`src/rtl/core/temporal_frame_selector_assert.svh`:
```
// ----------------------------------------------------------------------------
// Assertion macros for the frame selector
// Clocked, reset-qualified wrappers used by the RTL that carries checks.
// ----------------------------------------------------------------------------
`ifndef TEMPORAL_FRAME_SELECTOR_ASSERT_SVH
`define TEMPORAL_FRAME_SELECTOR_ASSERT_SVH

// Property that must hold at every clock edge outside reset
`define TFS_ASSERT(lbl, prop, msg) \
  lbl: assert property (@(posedge clk) disable iff (!rst_n) (prop)) else $error(msg);

// Consequence that must hold in the cycle after the antecedent
`define TFS_ASSERT_NEXT(lbl, ante, cons, msg) \
  lbl: assert property (@(posedge clk) disable iff (!rst_n) (ante) |=> (cons)) else $error(msg);

`endif

```
`src/rtl/core/tfs_pkg.sv`:
```
// ----------------------------------------------------------------------------
// tfs_pkg
// Widths, register codes, reset values and shared types of the frame selector.
// ----------------------------------------------------------------------------
package tfs_pkg;

  // Parameter defaults
  localparam int MAX_FRAMES_DEF = 8;
  localparam int SLOT_DEPTH_DEF = 16;

  // Field widths
  localparam int STAMP_W     = 63;
  localparam int INTERVAL_W  = 32;
  localparam int TOL_W       = 32;
  localparam int FRAME_CNT_W = 4;
  localparam int STEP_W      = 3;
  localparam int SLOT_W      = 4;
  localparam int KEPT_W      = 5;
  localparam int STATUS_W    = 2;
  localparam int CFG_IDX_W   = 8;
  localparam int CFG_DATA_W  = 32;

  // Register indexes
  localparam logic [CFG_IDX_W-1:0] CFG_FRAME_COUNT = 8'd0;
  localparam logic [CFG_IDX_W-1:0] CFG_INTERVAL    = 8'd1;
  localparam logic [CFG_IDX_W-1:0] CFG_TOLERANCE   = 8'd2;
  localparam logic [CFG_IDX_W-1:0] CFG_WARMUP_DUP  = 8'd3;

  // Register reset values
  localparam logic [FRAME_CNT_W-1:0] FRAME_COUNT_RST = 4'd2;
  localparam logic [INTERVAL_W-1:0]  INTERVAL_RST    = 32'd100000000;
  localparam logic [TOL_W-1:0]       TOLERANCE_RST   = 32'd50000000;

  // Insert status codes
  typedef enum logic [STATUS_W-1:0] {
    INS_FIRST  = 2'd0,
    INS_CONSEC = 2'd1,
    INS_GAP    = 2'd2
  } ins_status_t;

  // Per-cycle commands broadcast to every cell of the slot chain
  typedef struct packed {
    logic shift;     // push a new stamp in at the head
    logic age_load;  // latch age against the head stamp
  } cell_ctl_t;

endpackage

```
`src/rtl/core/tfs_cell.sv`:
```
// ----------------------------------------------------------------------------
// tfs_cell
// One slot of the newest-first stamp chain. Holds a stamp and its age, and
// refines a passing search token against its own age.
// ----------------------------------------------------------------------------
module tfs_cell #(
  parameter int CELL_IDX   = 0,
  parameter int MAX_FRAMES = tfs_pkg::MAX_FRAMES_DEF,
  parameter int SLOT_DEPTH = tfs_pkg::SLOT_DEPTH_DEF,
  localparam int STW = $clog2(MAX_FRAMES),
  localparam int SW  = $clog2(SLOT_DEPTH),
  localparam int FW  = $clog2(SLOT_DEPTH + 1),
  localparam int TW  = tfs_pkg::INTERVAL_W + STW
) (
  input  logic                         clk,
  input  logic                         rst_n,
  input  tfs_pkg::cell_ctl_t           ctl,
  input  logic [tfs_pkg::STAMP_W-1:0]  stamp_in,
  input  logic [tfs_pkg::STAMP_W-1:0]  head_stamp,
  input  logic [FW-1:0]                fill,
  input  logic [tfs_pkg::TOL_W-1:0]    tolerance,
  input  logic                         tok_in_valid,
  input  logic [STW-1:0]               tok_in_step,
  input  logic [TW-1:0]                tok_in_target,
  input  logic                         tok_in_have,
  input  logic [tfs_pkg::TOL_W-1:0]    tok_in_best,
  input  logic [SW-1:0]                tok_in_idx,
  output logic [tfs_pkg::STAMP_W-1:0]  stamp_out,
  output logic [tfs_pkg::STAMP_W-1:0]  age_out,
  output logic                         tok_out_valid,
  output logic [STW-1:0]               tok_out_step,
  output logic [TW-1:0]                tok_out_target,
  output logic                         tok_out_have,
  output logic [tfs_pkg::TOL_W-1:0]    tok_out_best,
  output logic [SW-1:0]                tok_out_idx
);
  import tfs_pkg::*;

  logic [STAMP_W-1:0] stamp_r;
  logic [STAMP_W-1:0] age_r;
  logic               tok_valid_r;
  logic [STW-1:0]     tok_step_r;
  logic [TW-1:0]      tok_target_r;
  logic               tok_have_r;
  logic [TOL_W-1:0]   tok_best_r;
  logic [SW-1:0]      tok_idx_r;

  logic [STAMP_W-1:0] target_ext;
  logic [STAMP_W-1:0] err;
  logic               in_list;
  logic               take;

  // Shift the stamp along the chain, latch its age
  always_ff @(posedge clk) begin
    if (ctl.shift) begin
      stamp_r <= stamp_in;
    end
    if (ctl.age_load) begin
      age_r <= head_stamp - stamp_r;
    end
  end

  // Distance of this slot's age from the token's target
  always_comb begin
    target_ext = STAMP_W'(tok_in_target);
    err        = (age_r >= target_ext) ? (age_r - target_ext) : (target_ext - age_r);
    in_list    = FW'(CELL_IDX) < fill;
    take       = in_list && (err <= STAMP_W'(tolerance)) &&
                 (!tok_in_have || (err[TOL_W-1:0] < tok_in_best));
  end

  // Advance the search token, adopting this slot when strictly closer
  always_ff @(posedge clk) begin
    if (!rst_n) begin
      tok_valid_r <= 1'b0;
    end else begin
      tok_valid_r <= tok_in_valid;
    end
  end

  always_ff @(posedge clk) begin
    tok_step_r   <= tok_in_step;
    tok_target_r <= tok_in_target;
    if (take) begin
      tok_have_r <= 1'b1;
      tok_best_r <= err[TOL_W-1:0];
      tok_idx_r  <= SW'(CELL_IDX);
    end else begin
      tok_have_r <= tok_in_have;
      tok_best_r <= tok_in_best;
      tok_idx_r  <= tok_in_idx;
    end
  end

  assign stamp_out      = stamp_r;
  assign age_out        = age_r;
  assign tok_out_valid  = tok_valid_r;
  assign tok_out_step   = tok_step_r;
  assign tok_out_target = tok_target_r;
  assign tok_out_have   = tok_have_r;
  assign tok_out_best   = tok_best_r;
  assign tok_out_idx    = tok_idx_r;

endmodule

```
`config.mk`:
```
export PLATFORM = sky130hd
export DESIGN_NAME = tfs_cell
export DESIGN_NICKNAME = d
export VERILOG_FILES = /design/src/rtl/core/temporal_frame_selector_assert.svh /design/src/rtl/core/tfs_pkg.sv /design/src/rtl/core/tfs_cell.sv
export SDC_FILE = /design/constraint.sdc
export NUM_CORES = 1
export LEC_CHECK = 0
export BUFFER_PORTS_ARGS = -buffer_cell sky130_fd_sc_hd__buf_4
export CAP_MARGIN = 10
export CORE_MARGIN = 3
export CORE_UTILIZATION = 40
export DETAILED_ROUTE_END_ITERATION = 12
export GPL_TIMING_DRIVEN = 0
export HOLD_SLACK_MARGIN = 0.06
export PLACE_DENSITY_LB_ADDON = 0.2
export SLEW_MARGIN = 20
export SYNTH_ARGS = -nofsm -noshare
export SYNTH_HDL_FRONTEND = slang
export SYNTH_SLANG_ARGS = --single-unit
export TNS_END_PERCENT = 1
```
`constraint.sdc`:
```
create_clock -name clk -period 12 [get_ports clk]
set_clock_uncertainty 0.05 [all_clocks]
set_input_delay 1.8 -clock clk [delete_from_list [all_inputs] [get_ports clk]]
set_output_delay 1.8 -clock clk [all_outputs]
set_load 0.05 [all_outputs]
```
==> out/summary.log <==
INFO  clock_tree     post-cts-setup-buffers=0
INFO  clock_tree     cts.path.max_buffers=3
INFO  routing        antenna_left=0
INFO  logic_synthesis netlist.top_cell.by_area=edfxtp_1
INFO  logic_synthesis yosys-top-cells-count=inv_1, ha_1, a21oi_1
INFO  pwr            pwr_density_cell=152mW/mm^2
INFO  clock_tree     cts_tree=built
INFO  pwr            netSwitchingFraction=41.3%
INFO  pwr            internal_power=1.84mW
INFO  timing         setup_total_negative_slack=0ns
INFO  setup_path     timing.critical_path.fanout_max=10
INFO  logic_synthesis yosys.cell_count.top_type=inv_1
INFO  clock_tree     postCtsHoldBufs=0
INFO  floorplan      pin_count=445
INFO  logic_synthesis synth_async_sr_flop_share=0%
INFO  timing         unrepaired_setup_endpoints_after_global_routing=false
INFO  logic_synthesis synth_largest_type_area_fraction=24.1%
INFO  logic_synthesis synth.net_count=2213
INFO  logic_synthesis ys_dominant_reg_cell=edfxtp_1
INFO  routing        finalWirelength=52.8mm
INFO  layout         layout-drive-gt1-share=23.3%
INFO  logic_synthesis yosysWarningCount=0
INFO  pwr            clock_power_share=25.8%
INFO  timing         finalSetupViolCount=0
INFO  timing         final_hold_viols=0
INFO  timing         period_minus_slack=9.86ns
INFO  pwr            power_switching=1.30mW
INFO  routing        wl_cell=19.0um
INFO  setup_path     critical_path.most_common_cell=a211oi_1
INFO  setup_path     critPathTopFamily=simple AND/OR/NAND/NOR gates
INFO  pwr            power.sequential.fraction=28.5%
INFO  routing        first_pass_iters=5
INFO  setup_path     worstPathBufferInverterCount=7
INFO  logic_synthesis synth.lib_cells_used.distinct=76
INFO  setup_path     critical_path_class=primary input to flip-flop
INFO  placement      dpl_worst_slack=1.62ns
INFO  logic_synthesis synth_seq_cells=202
INFO  clock_tree     numClockSinks=202
INFO  logic_synthesis synthCells=1772
INFO  timing         finalMaxSlewViolations=0
INFO  pwr            p_total=3.13mW
INFO  floorplan      initial_core_util=41.1%
INFO  setup_path     required=12.37ns
INFO  routing        routed-via-count=14.9k
INFO  logic_synthesis ys_top_cells_by_area=edfxtp_1, ha_1, dfxtp_1
INFO  logic_synthesis synth_edf_count=126
INFO  setup_path     worst_ep_arrival_time=10.22ns
INFO  grt            grt_antenna_before_repair=0
INFO  logic_synthesis synth.cell_area=0.0157mm^2
INFO  placement      hpwl=44.2mm
INFO  routing        avgViaCountPerCell=5.36
INFO  setup_path     timing.critical_path.to_type=flip-flop
INFO  logic_synthesis synth_sequential_area_ratio=33.8%
INFO  timing         maxClockFrequency=101MHz
INFO  setup_path     slowest_delay=0.77ns
INFO  clock_tree     post_cts_resize_count=0
INFO  timing         relSlewSlack=37.4%
INFO  floorplan      die_width=204um
INFO  clock_tree     cts.reportedPaths.clkPinSlew=0.06ns
INFO  layout         fin_nets=2684
INFO  timing         worst_slew_pin_slew=0.916ns
INFO  grt            vias_in_the_first_global_route=14.3k
INFO  clock_tree     htree_num_levels=1
INFO  pwr            pwr-share-comb=45.7%
INFO  placement      final_weighted_congestion_in_routability_driven_placement=0.945
INFO  floorplan      coreArea=0.0382mm^2
INFO  setup_path     critical_path.startpoint_type=primary input
INFO  pwr            leakagePower=9.81nW
INFO  timing         setup_slack=2.14ns
INFO  status         run_status=finished clean
INFO  clock_tree     cts.root.buffer_cell=clkbuf_16
INFO  placement      place.port_buffers=444
INFO  routing        drtIter0Drc=927
INFO  grt            grt_start_max_net_pins=64
INFO  floorplan      rows=71
INFO  layout         synth_to_final_area_change=31.2%
INFO  timing         holdWs=0.624ns
INFO  grt            grt_remaining_overflow=0
INFO  grt            grt_util_all_layers=24.2%
INFO  clock_tree     cts_buffers=25
INFO  grt            grt_pass1_wl=79.7mm
INFO  clock_tree     clock_latency_reported_for_the_late_side_of_the_worst_skew_pair=0.56ns
INFO  floorplan      die_height=204um
INFO  routing        drcViolationCount=0
INFO  setup_path     critical_path.slowest_cell=nor4b_4
INFO  hold_path      min-delay-path-class=flip-flop to flip-flop
INFO  job            cap_violations=0
INFO  logic_synthesis synth_area_per_cell=8.85um^2
INFO  timing         final_period_utilization=82.1%
INFO  floorplan      floorplan.die_area=0.0416mm^2
INFO  pwr            power.ir.vdd_worst=0.000124V
final timing paths:
kind	endpoint	slack (ns)	startpoint	cells after the start
worst max register to register	tok_out_best[17]$_DFF_P_	2.79	age_out[40]$_DFFE_PP_	25
worst min-delay path	age_out[0]$_DFFE_PP_	0.62	stamp_out[0]$_DFFE_PP_	2
worst max-delay path	tok_out_best[17]$_DFF_P_	2.14	tok_in_target[18]	30
worst min register to register	age_out[0]$_DFFE_PP_	0.62	stamp_out[0]$_DFFE_PP_	2
cells in the final DEF (no fill, tap or decap), drive strengths merged, types with 9 or more instances in the layout:
| master | instances |
|---|---|
| o211ai | 11 |
| a31oi | 12 |
| nand4 | 42 |
| buf | 460 |
| nor2 | 108 |
| ha | 195 |
| nand2 | 116 |
| a2111oi | 9 |
| nand2b | 9 |
| o21a | 26 |
| nor3 | 31 |
| o21bai | 14 |
| or3 | 12 |
| mux2 | 33 |
| and3 | 13 |
| o31a | 10 |
| nor2b | 15 |
| a211oi | 21 |
| a21oi | 175 |
| dfxtp | 76 |
| xnor2 | 65 |
| xor2 | 30 |
| nor4 | 17 |
| nand3 | 36 |
| clkbuf | 77 |
| a21o | 73 |
| o31ai | 13 |
| o21ai | 91 |
| inv | 230 |
| edfxtp | 126 |
cell families after synthesis:
logic type,after synthesis,synth area share (%)
adder cells (fa/ha/maj),198,15.9
flip-flops,202,33.8
AND/OR/NAND/NOR,436,13.9
multiplexers,41,2.88
buffers and inverters,283,6.99
AO/OA/AOI/OAI,517,21.2
XOR/XNOR,95,5.30
area by class of cell:
| cell class | count | area, um^2 |
|---|---|---|
| inverters | 228 | 856 |
| multi-input cells | 1287 | 9290 |
| repair buffers | 444 | 3330 |
| fillers | 3587 | 17600 |
| diodes | 1 | 2.50 |
| clock inverters | 8 | 58.8 |
| well taps | 511 | 639 |
| clock buffers | 38 | 863 |
| flip-flops and latches | 202 | 5310 |
| plain buffers | 55 | 241 |
flip-flops by register name, indices dropped and copies added (netlist names):
signal,cells
age_out,63
stamp_out,63
tok_out_target,35
tok_out_best,32
tok_out_idx,4
tok_out_step,3
tok_out_have,1
tok_out_valid,1
power groups by stage:
stage,clock [mW],sequential (mW),combinational (mW)
floorplan,0,1.12,0.738
global route,0.858,0.903,1.57
global placement,0,0.907,1.40
detailed placement,0,0.908,1.42
CTS,0.832,0.894,1.43
finish,0.809,0.894,1.43
worst min-delay path: stages, from the launching register on:
cell      delay, ns
edfxtp_1       0.36
ha_1           0.13
inv_1          0.03
per-stage QoR:
stage / utilization (%) / instance area, um^2 / instances
6_report: 53.9 / 20600 / 2774
5_1_grt: 53.9 / 20600 / 2773
4_1_cts: 53.9 / 20600 / 2773
3_5_place_dp: 51.5 / 19700 / 2727
3_3_place_gp: 51.5 / 19700 / 2727
2_1_floorplan: - / 15700 / 1772
metal layers:
metal | GRT usage, % | vias to the layer above | share of wire, %
met5 | 0 | - | 0
met4 | 4.69 | 0 | 1.8
met3 | 4.24 | 60 | 6.6
met2 | 40.1 | 520 | 46
met1 | 33.4 | 6942 | 45
li1 | - | 7334 | -
(Power assumes the default switching activity.)
